<file path="src/rtl/swr_pkg.sv">
`default_nettype none

package swr_pkg;

  localparam int unsigned SymW   = 8;
  localparam int unsigned WidthW = 4;
  localparam int unsigned CountW = 4;
  localparam int unsigned AccW   = 15;
  localparam int unsigned CfgAddrW = 1;

  typedef logic [CfgAddrW-1:0] cfg_addr_t;

  localparam cfg_addr_t CfgInBits  = 1'b0;
  localparam cfg_addr_t CfgOutBits = 1'b1;

  localparam logic [WidthW-1:0] InBitsReset  = 4'd8;
  localparam logic [WidthW-1:0] OutBitsReset = 4'd1;

  // Register value clamped to 1..8.
  function automatic logic [CountW-1:0] eff_width(input logic [WidthW-1:0] w);
    logic [CountW-1:0] r;
    r = w;
    if (w == '0) begin
      r = 4'd1;
    end else if (w > 4'd8) begin
      r = 4'd8;
    end
    return r;
  endfunction

  // Ones in the low n bits.
  function automatic logic [AccW-1:0] low_mask(input logic [CountW-1:0] n);
    logic [AccW:0] m;
    m = ({{AccW{1'b0}}, 1'b1} << n) - {{AccW{1'b0}}, 1'b1};
    return m[AccW-1:0];
  endfunction

endpackage

`default_nettype wire

</file>
<file path="src/rtl/symbol_width_repacker.sv">
`default_nettype none

// MSB-first gearbox: regroups symbols of in_bits bits (low bits of sym_in_i) into
// symbols of out_bits bits. An accepted beat is merged into a 15-bit accumulator;
// one full output symbol is emitted per cycle from its top unless the output is
// stalled, and a beat with frame_end_i set flushes any partial symbol left-aligned
// and zero-padded. A beat causes n output symbols (up to 8
// with out_bits = 1): the next beat is taken in the cycle the previous beat's
// last symbol moves into the output register. A config write clears held bits
// and must happen only while the block is idle.

module symbol_width_repacker (
  input  wire                       clk_i,
  input  wire                       rst_ni,

  input  wire                       cfg_valid_i,
  output logic                      cfg_ready_o,
  input  wire swr_pkg::cfg_addr_t   cfg_addr_i,
  input  wire [swr_pkg::WidthW-1:0] cfg_data_i,

  input  wire                       in_valid_i,
  output logic                      in_stall_o,
  input  wire [swr_pkg::SymW-1:0]   sym_in_i,
  input  wire                       frame_end_i,

  output logic                      out_valid_o,
  input  wire                       out_stall_i,
  output logic [swr_pkg::SymW-1:0]  sym_out_o,
  output logic                      run_last_o,
  output logic                      frame_last_o
);
  import swr_pkg::*;

  logic [WidthW-1:0] in_bits_q, out_bits_q;
  logic [AccW-1:0]   acc_q, acc_d;
  logic [CountW-1:0] cnt_q, cnt_d;
  logic              fend_q, fend_d;

  logic              out_valid_q;
  logic [SymW-1:0]   sym_out_q;
  logic              run_last_q, frame_last_q;

  logic [CountW-1:0] ib, ob, cnt_after;
  logic              emit_full, emit_flush, emit, out_free, emit_fire;
  logic              last_after, in_fire, cfg_fire;
  logic [AccW-1:0]   shr_word, shl_word, acc_kept, sym_in_ext, ob_mask;
  logic [SymW-1:0]   emit_sym;

  assign cfg_ready_o = 1'b1;
  assign cfg_fire    = cfg_valid_i;

  assign ib = eff_width(in_bits_q);
  assign ob = eff_width(out_bits_q);

  assign emit_full  = cnt_q >= ob;
  assign emit_flush = fend_q && (cnt_q != '0) && (cnt_q < ob);
  assign emit       = emit_full || emit_flush;
  assign out_free   = !out_valid_q || !out_stall_i;
  assign emit_fire  = emit && out_free;

  assign shr_word = acc_q >> (cnt_q - ob);
  assign shl_word = acc_q << (ob - cnt_q);
  assign ob_mask  = low_mask(ob);

  always_comb begin
    emit_sym = emit_full ? shr_word[SymW-1:0] : shl_word[SymW-1:0];
    emit_sym = emit_sym & ob_mask[SymW-1:0];
  end

  always_comb begin
    cnt_after = cnt_q;
    if (emit_fire) begin
      cnt_after = emit_full ? (cnt_q - ob) : '0;
    end
  end

  // No further symbol owed by the beat in flight.
  assign last_after = (cnt_after < ob) && !(fend_q && (cnt_after != '0));

  assign in_stall_o = !last_after || cfg_valid_i;
  assign in_fire    = in_valid_i && !in_stall_o;

  assign acc_kept   = acc_q & low_mask(cnt_after);
  assign sym_in_ext = {{(AccW-SymW){1'b0}}, sym_in_i} & low_mask(ib);

  always_comb begin
    acc_d  = acc_kept;
    cnt_d  = cnt_after;
    fend_d = fend_q;
    if (cfg_fire) begin
      acc_d  = '0;
      cnt_d  = '0;
      fend_d = 1'b0;
    end else if (in_fire) begin
      acc_d  = (acc_kept << ib) | sym_in_ext;
      cnt_d  = cnt_after + ib;
      fend_d = frame_end_i;
    end
  end

  always_ff @(posedge clk_i or negedge rst_ni) begin
    if (!rst_ni) begin
      in_bits_q  <= InBitsReset;
      out_bits_q <= OutBitsReset;
    end else if (cfg_fire) begin
      unique case (cfg_addr_i)
        CfgInBits:  in_bits_q  <= cfg_data_i;
        CfgOutBits: out_bits_q <= cfg_data_i;
        default: ;
      endcase
    end
  end

  always_ff @(posedge clk_i or negedge rst_ni) begin
    if (!rst_ni) begin
      acc_q  <= '0;
      cnt_q  <= '0;
      fend_q <= 1'b0;
    end else begin
      acc_q  <= acc_d;
      cnt_q  <= cnt_d;
      fend_q <= fend_d;
    end
  end

  always_ff @(posedge clk_i or negedge rst_ni) begin
    if (!rst_ni) begin
      out_valid_q <= 1'b0;
    end else if (out_free) begin
      out_valid_q <= emit;
    end
  end

  always_ff @(posedge clk_i) begin
    if (emit_fire) begin
      sym_out_q    <= emit_sym;
      run_last_q   <= last_after;
      frame_last_q <= last_after && fend_q;
    end
  end

  assign out_valid_o  = out_valid_q;
  assign sym_out_o    = sym_out_q;
  assign run_last_o   = run_last_q;
  assign frame_last_o = frame_last_q;

  a_merge_room: assert property (@(posedge clk_i) disable iff (!rst_ni)
    in_fire |-> (cnt_after < ob) && (emit_fire || !emit))
    else $error("beat merged while symbols still owed");

  a_frame_last_run: assert property (@(posedge clk_i) disable iff (!rst_ni)
    out_valid_o |-> (!frame_last_o || run_last_o))
    else $error("frame_last without run_last");

  a_cfg_clears: assert property (@(posedge clk_i) disable iff (!rst_ni)
    cfg_fire |=> (cnt_q == '0) && !fend_q)
    else $error("config write left held bits");

  a_out_drains: assert property (@(posedge clk_i) disable iff (!rst_ni)
    out_valid_o && !out_stall_i && !emit |=> !out_valid_o)
    else $error("output beat repeated");

endmodule

`default_nettype wire
</file>
<file path="config.mk">
export PLATFORM = sky130hd
export DESIGN_NAME = symbol_width_repacker
export DESIGN_NICKNAME = d
export VERILOG_FILES = /design/src/rtl/swr_pkg.sv /design/src/rtl/symbol_width_repacker.sv
export SDC_FILE = /design/constraint.sdc
export NUM_CORES = 1
export LEC_CHECK = 0
export ABC_AREA = 0
export ABC_CLOCK_PERIOD_IN_PS = 9600
export BUFFER_PORTS_ARGS = -buffer_cell sky130_fd_sc_hd__buf_2
export CAP_MARGIN = 20
export CORE_MARGIN = 2
export CORE_UTILIZATION = 45
export CTS_CLUSTER_DIAMETER = 100
export DETAILED_ROUTE_END_ITERATION = 8
export HOLD_SLACK_MARGIN = 0.03
export PLACE_DENSITY = 0.68
export SLEW_MARGIN = 20
export SYNTH_ARGS = -nofsm -noshare
export SYNTH_HDL_FRONTEND = slang
export SYNTH_SLANG_ARGS = --single-unit
</file>
<file path="constraint.sdc">
create_clock -name clk_i -period 9.6 [get_ports clk_i]
set_input_delay 0.48 -clock clk_i [delete_from_list [all_inputs] [get_ports clk_i]]
set_output_delay 0.48 -clock clk_i [all_outputs]
set_load 0.01 [all_outputs]
</file>
==> results.json, run 1 <==
{
  "status": "complete, no violations",
  "drive_above_1_share_pct": 17.1,
  "gp_congestion": 0.931,
  "synth_area_leaders": "dfrtp_1 (17%), edfxtp_1 (7.4%), o21ai_0 (5.6%)",
  "synth_top_area_cell": "dfrtp_1",
  "finClkSkew_ns": 0.00982,
  "antenna_found_initial": 0,
  "fp.dieW_um": 99.0,
  "fp-row-count": 34,
  "dr_total_vias": 4190,
  "netlist_area_mm2": 0.00406,
  "clockBufferDepth": 2,
  "ys_seq_area_share_pct": 25.3,
  "hold_viol_final": 0,
  "ys_warn_count": 0,
  "endpoint_kind": "register",
  "cts_resized": 0,
  "grt_pass1_wl_um": 21300,
  "max_slew.worst_pin.slew_ns": 1.12,
  "start_util_pct": 46.5,
  "synth_area_per_cell_um2": 8.13,
  "arrival_ns": 5.55,
  "syn_to_final_growth_pct": 6.88,
  "finalSetupTns_ns": 0,
  "worstSetupEndpoint": "acc_q[12]$_DFF_PN0_",
  "regToRegEndpoint": "acc_q[12]$_DFF_PN0_",
  "grt_start_max_net_pins": 37,
  "worstSkewPairLatency_ns": 0.31,
  "avgViaCountPerCell": 6.79,
  "cts_setup_buffers": 0,
  "use_met1_pct": 36.2,
  "cts_hold_buf": 0,
  "route.detailed.drc": 0,
  "layout_commonest_cell": "nand2_1",
  "rrSetupSlack_ns": 4.25,
  "core_region_area_mm2": 0.00872,
  "synth-edff-count": 10,
  "synth_top_cell_area_share_pct": 16.7,
  "drv_slew": 0,
  "crit_type": "register to register",
  "fin_crit_sh_pct": 55.7,
  "n_antenna_cell": 0,
  "root_buffer": "clkbuf_8",
  "min_period_ns": 5.35,
  "async_flop_share_pct": 74.4,
  "finalSetupViolCount": 0,
  "dr.pass1.iters": 5,
  "htree_levels": 2,
  "die_h_um": 99.0,
  "dieArea_mm2": 0.00979,
  "rsz0062_at_grt": "false",
  "synthFlopType": "dfrtp_1",
  "grt.total_usage_pct": 27.2,
  "r2r-start": "out_bits_q[3]$_DFFE_PN0P_",
  "required_ns": 9.80,
  "crit_path_start": "out_bits_q[3]$_DFFE_PN0P_",
  "critPathMaxFanout": 19,
  "hold_path.class": "input pin to async pin",
  "syn_inst": 499,
  "reg2reg_depth": 18,
  "startpoint_type": "register",
  "ys_ff_latch": 39,
  "drt-wirelength-per-cell_um": 21.2,
  "layout.nets": 546,
  "clkSlewWorstSetupHoldPaths_ns": 0.09,
  "use_met3_pct": 3.83,
  "postRouteWirelength_um": 13100,
  "io_buffers": 30,
  "grt-busiest-layer": "met2",
  "cts_buffers": 5,
  "antenna_left": 0,
  "cts_tree": "yes",
  "grt_overflow_total": 0,
  "met2_usage_pct": 42.5,
  "ys_types": 74,
  "relSlewSlack_pct": 25.2,
  "io_pins": 32,
  "dp_hpwl_um": 9420,
  "cts_sinks": 39,
  "drtIter0Drc": 307,
  "drv_cap": 0,
  "clock.fmax_mhz": 187,
  "grt_pass1_vias": 4094,
  "most-common-layout-cells": "nand2_1 (55), o21ai_0 (45), nor2_1 (40)"
}
==> synthesized netlist by cell type, types with 7 or more instances <==
library cell / instances
inv_1: 19
ha_1: 16
nand3_1: 17
nand2_1: 55
xnor2_1: 7
clkbuf_1: 18
mux2i_1: 11
mux2_2: 13
nor3_1: 10
nand2b_1: 7
mux4_2: 8
nor2_1: 40
o21ai_0: 45
a21oi_1: 31
a31oi_1: 13
edfxtp_1: 10
dfrtp_1: 27
o211ai_1: 10
==> logic make-up after synthesis <==
logic type,synth area share [%]
AND/OR/NAND/NOR,19.9
flip-flops,25.3
adder cells (fa/ha/maj),6.41
AO/OA/AOI/OAI,29.5
buffers and inverters,6.11
multiplexers,10.8
other,0.0924
XOR/XNOR,1.94
==> how the worst min path moves through the flow <==
| stage | startpoint | end | cells past startpoint |
|---|---|---|---|
| after global routing | rst_ni | cnt_q[3]$_DFF_PN0_ | 1 |
| after global placement | rst_ni | cnt_q[3]$_DFF_PN0_ | 1 |
| final | rst_ni | out_valid_o$_DFFE_PN0N_ | 1 |
| after floorplan | rst_ni | acc_q[0]$_DFF_PN0_ | 0 |
| after detailed placement | rst_ni | cnt_q[0]$_DFF_PN0_ | 1 |
| after CTS | rst_ni | cnt_q[0]$_DFF_PN0_ | 1 |
==> per-stage QoR <==
stage | utilization (%) | hold WS, ns | setup WS, ns | instances | cell area, um^2
4_1_cts | 49.7 | 0.247 | 4.12 | 617 | 4330
5_1_grt | 49.7 | 0.276 | 3.93 | 617 | 4340
6_report | 49.7 | 0.212 | 4.25 | 617 | 4340
2_1_floorplan | - | 0.184 | 5.14 | 501 | 4070
3_3_place_gp | 48.4 | 0.579 | 4.37 | 609 | 4220
3_5_place_dp | 48.4 | 0.575 | 4.16 | 609 | 4220
==> flip-flops by register name (all words and copies together), names as in the netlist <==
register and flops:
in_bits_q 4, run_last_o 1, sym_out_o 8, out_bits_q 4, frame_last_o 1, acc_q 15
cnt_q 4, fend_q 1, out_valid_o 1
==> per-layer routing <==
metal | up-vias | part of all wire (%)
met5 | - | 0
li1 | 1893 | -
met2 | 234 | 46
met1 | 2001 | 41
met3 | 62 | 7.4
met4 | 0 | 5.1
==> worst max-delay path: stages, from the launching register on <==
cell,delay (ns)
dfrtp_1,0.45
inv_1,0.18
o21a_1,0.23
ha_2,0.21
inv_1,0.05
fa_1,1.03
nand4_1,0.17
o32ai_1,0.19
o21ai_0,0.17
nand2_1,0.31
nor2_1,0.17
nand2_1,0.10
ha_1,0.34
and3b_1,0.22
a31o_2,0.24
a32oi_1,0.40
mux2i_1,0.19
or3_1,0.33
a32o_1,0.26
==> cell type report <==
class	instances	area, um^2
sequential	39	1030
multi-input combinational	405	2800
inverter	24	90.1
clock buffer	5	68.8
fill	854	4380
tap	108	135
timing repair buffer	33	173
clock inverter	3	43.8
Power of run 1 is not shown: default switching activity piles up to over one toggle a cycle in this logic, so the estimate is an artifact.
==> run 2, diff against run 1 <==
--- a/config.mk
+++ b/config.mk
@@ -6,7 +6,7 @@
 export NUM_CORES = 1
 export LEC_CHECK = 0
 export ABC_AREA = 0
-export ABC_CLOCK_PERIOD_IN_PS = 9600
+export ABC_CLOCK_PERIOD_IN_PS = 5400
 export BUFFER_PORTS_ARGS = -buffer_cell sky130_fd_sc_hd__buf_2
 export CAP_MARGIN = 20
 export CORE_MARGIN = 2
==> constraint.sdc (replaced) <==
create_clock -name clk_i -period 5.4 [get_ports clk_i]
set_input_delay 0.27 -clock clk_i [delete_from_list [all_inputs] [get_ports clk_i]]
set_output_delay 0.27 -clock clk_i [all_outputs]
set_load 0.01 [all_outputs]
==> run 2 against run 1 <==
  * Cell count up 0.65%
  * Clock skew about the same
  * Global-route usage down 0.10 points
  * First-iteration DRC count up 22%
  * Non-clock buffer count up 4
  * Highest routed layer unchanged
  * Worst hold slack worse by 0.19 ns
  * Utilization up 0.44 points
  * Register-to-register slack worse by 3.9 ns
  * Sequential share of layout area down 0.21 points
  * Routed wire length down 0.41%
  * Final area up 0.89%
  * Maximum frequency up 6.7%
  * Critical endpoint is now acc_q[13]$_DFF_PN0_
==> results.json, run 2 (synthesized netlist as in run 1, its figures left out) <==
{
  "status": "complete, no violations",
  "root_buffer": "clkbuf_8",
  "antenna_left": 0,
  "top_register": "acc_q",
  "worstSkewPairLatency_ns": 0.31,
  "die_h_um": 99.0,
  "grt_pass1_vias": 3890,
  "fp-row-count": 34,
  "dr.pass1.iters": 6,
  "io_buffers": 30,
  "relSlewSlack_pct": 50.8,
  "clkSlewWorstSetupHoldPaths_ns": 0.09,
  "drv_slew": 0,
  "crit_type": "register to register",
  "cts_tree": "yes",
  "drive_above_1_share_pct": 17.9,
  "rsz0062_at_grt": "false",
  "avgViaCountPerCell": 6.59,
  "drtIter0Drc": 376,
  "grt_start_max_net_pins": 33,
  "fin_crit_sh_pct": 92.8,
  "rrSetupSlack_ns": 0.39,
  "cts_hold_buf": 0,
  "cts_buffers": 5,
  "route.detailed.drc": 0,
  "required_ns": 5.63,
  "clock.fmax_mhz": 200,
  "postRouteWirelength_um": 13000,
  "io_pins": 32,
  "max_slew.worst_pin.slew_ns": 0.738,
  "layout.nets": 550,
  "seqCellArea_mm2": 0.00103,
  "hold_viol_final": 0,
  "finClkSkew_ns": 0.0103,
  "finalSetupViolCount": 0,
  "drv_cap": 0,
  "cts_sinks": 39,
  "endpoint_kind": "register",
  "arrival_ns": 5.24,
  "htree_levels": 2,
  "most-common-layout-cells": "nand2_1 (55), o21ai_0 (44), nor2_1 (40)",
  "hold_path.class": "input pin to async pin",
  "start_util_pct": 46.5,
  "dr_total_vias": 4094,
  "finalSetupTns_ns": 0,
  "fill_cells": 865,
  "syn_to_final_growth_pct": 7.83,
  "final_area_mm2": 0.00438,
  "largest_reg_flops": 15,
  "fp.dieW_um": 99.0,
  "core_region_area_mm2": 0.00872,
  "grt_overflow_total": 0,
  "startpoint_type": "register",
  "grt.total_usage_pct": 27.1,
  "layout_commonest_cell": "nand2_1",
  "critPathMaxFanout": 10,
  "clockBufferDepth": 2,
  "dpl_cell_area_mm2": 0.00425,
  "gp_congestion": 0.967,
  "multi_input_area_mm2": 0.00281,
  "grt_pass1_wl_um": 21000,
  "n_antenna_cell": 0,
  "antenna_found_initial": 0,
  "min_period_ns": 5.01,
  "dieArea_mm2": 0.00979,
  "drt-wirelength-per-cell_um": 20.9,
  "dp_hpwl_um": 9400
}
-- run 2: layout make-up --
type	count	area share, %
clock buffer	5	1.57
clock inverter	3	1.00
inverter	24	2.06
multi-input combinational	405	64.1
sequential	39	23.5
tap	108	3.09
timing repair buffer	37	4.63
-- run 2: critical path: stages (launching register included) --
cell and delay (ns):
dfrtp_1 0.45, inv_1 0.19, o21a_1 0.22, ha_1 0.18
inv_1 0.06, fa_1 0.47, a211oi_4 0.34, o21ai_2 0.21
nand4_1 0.21, and2_1 0.29, nand2_1 0.17, nor2_1 0.18
nand2_1 0.07, ha_1 0.33, and3b_1 0.25, a31o_2 0.16
a32oi_2 0.09, mux2_2 0.34, mux2_2 0.27, a221o_1 0.29
a31oi_1 0.15
-- run 2: path summary, 6_finish.rpt --
| path | start | to | cells after the start |
|---|---|---|---|
| min reg2reg | fend_q$_DFFE_PN0P_ | out_valid_o$_DFFE_PN0N_ | 2 |
| min | rst_ni | out_valid_o$_DFFE_PN0N_ | 1 |
| min in group clk_i | sym_in_i[0] | acc_q[0]$_DFF_PN0_ | 3 |
| max in group asynchronous | rst_ni | in_bits_q[2]$_DFFE_PN0P_ | 1 |
| max | out_bits_q[3]$_DFFE_PN0P_ | acc_q[13]$_DFF_PN0_ | 20 |
| max reg2reg | out_bits_q[3]$_DFFE_PN0P_ | acc_q[13]$_DFF_PN0_ | 20 |
-- run 2: metal layers --
metal  GRT usage (%)  vias to the layer above  share of wire [%]
met5               0                        -                  0
met4            9.80                        0                2.7
met3            4.54                       30                8.3
met2            43.6                      227                 47
met1            36.8                     1929                 42
li1                -                     1908                  -
-- run 2: metrics by stage --
stage	hold WS [ns]	util [%]	instances	setup slack, ns
2_1_floorplan	-0.0256	-	501	0.936
3_3_place_gp	0.364	48.8	613	0.603
3_5_place_dp	0.371	48.8	613	0.416
4_1_cts	0.0382	50.0	621	0.388
5_1_grt	0.0613	50.2	621	0.0316
6_report	0.0177	50.2	621	0.388
-- run 2: timing repair --
item,4_1_cts,5_1_grt
gates resized for setup,0,2
endpoints found under the setup margin,0,4
buffers inserted,0,0
Power of run 2 is left out for the same reason.
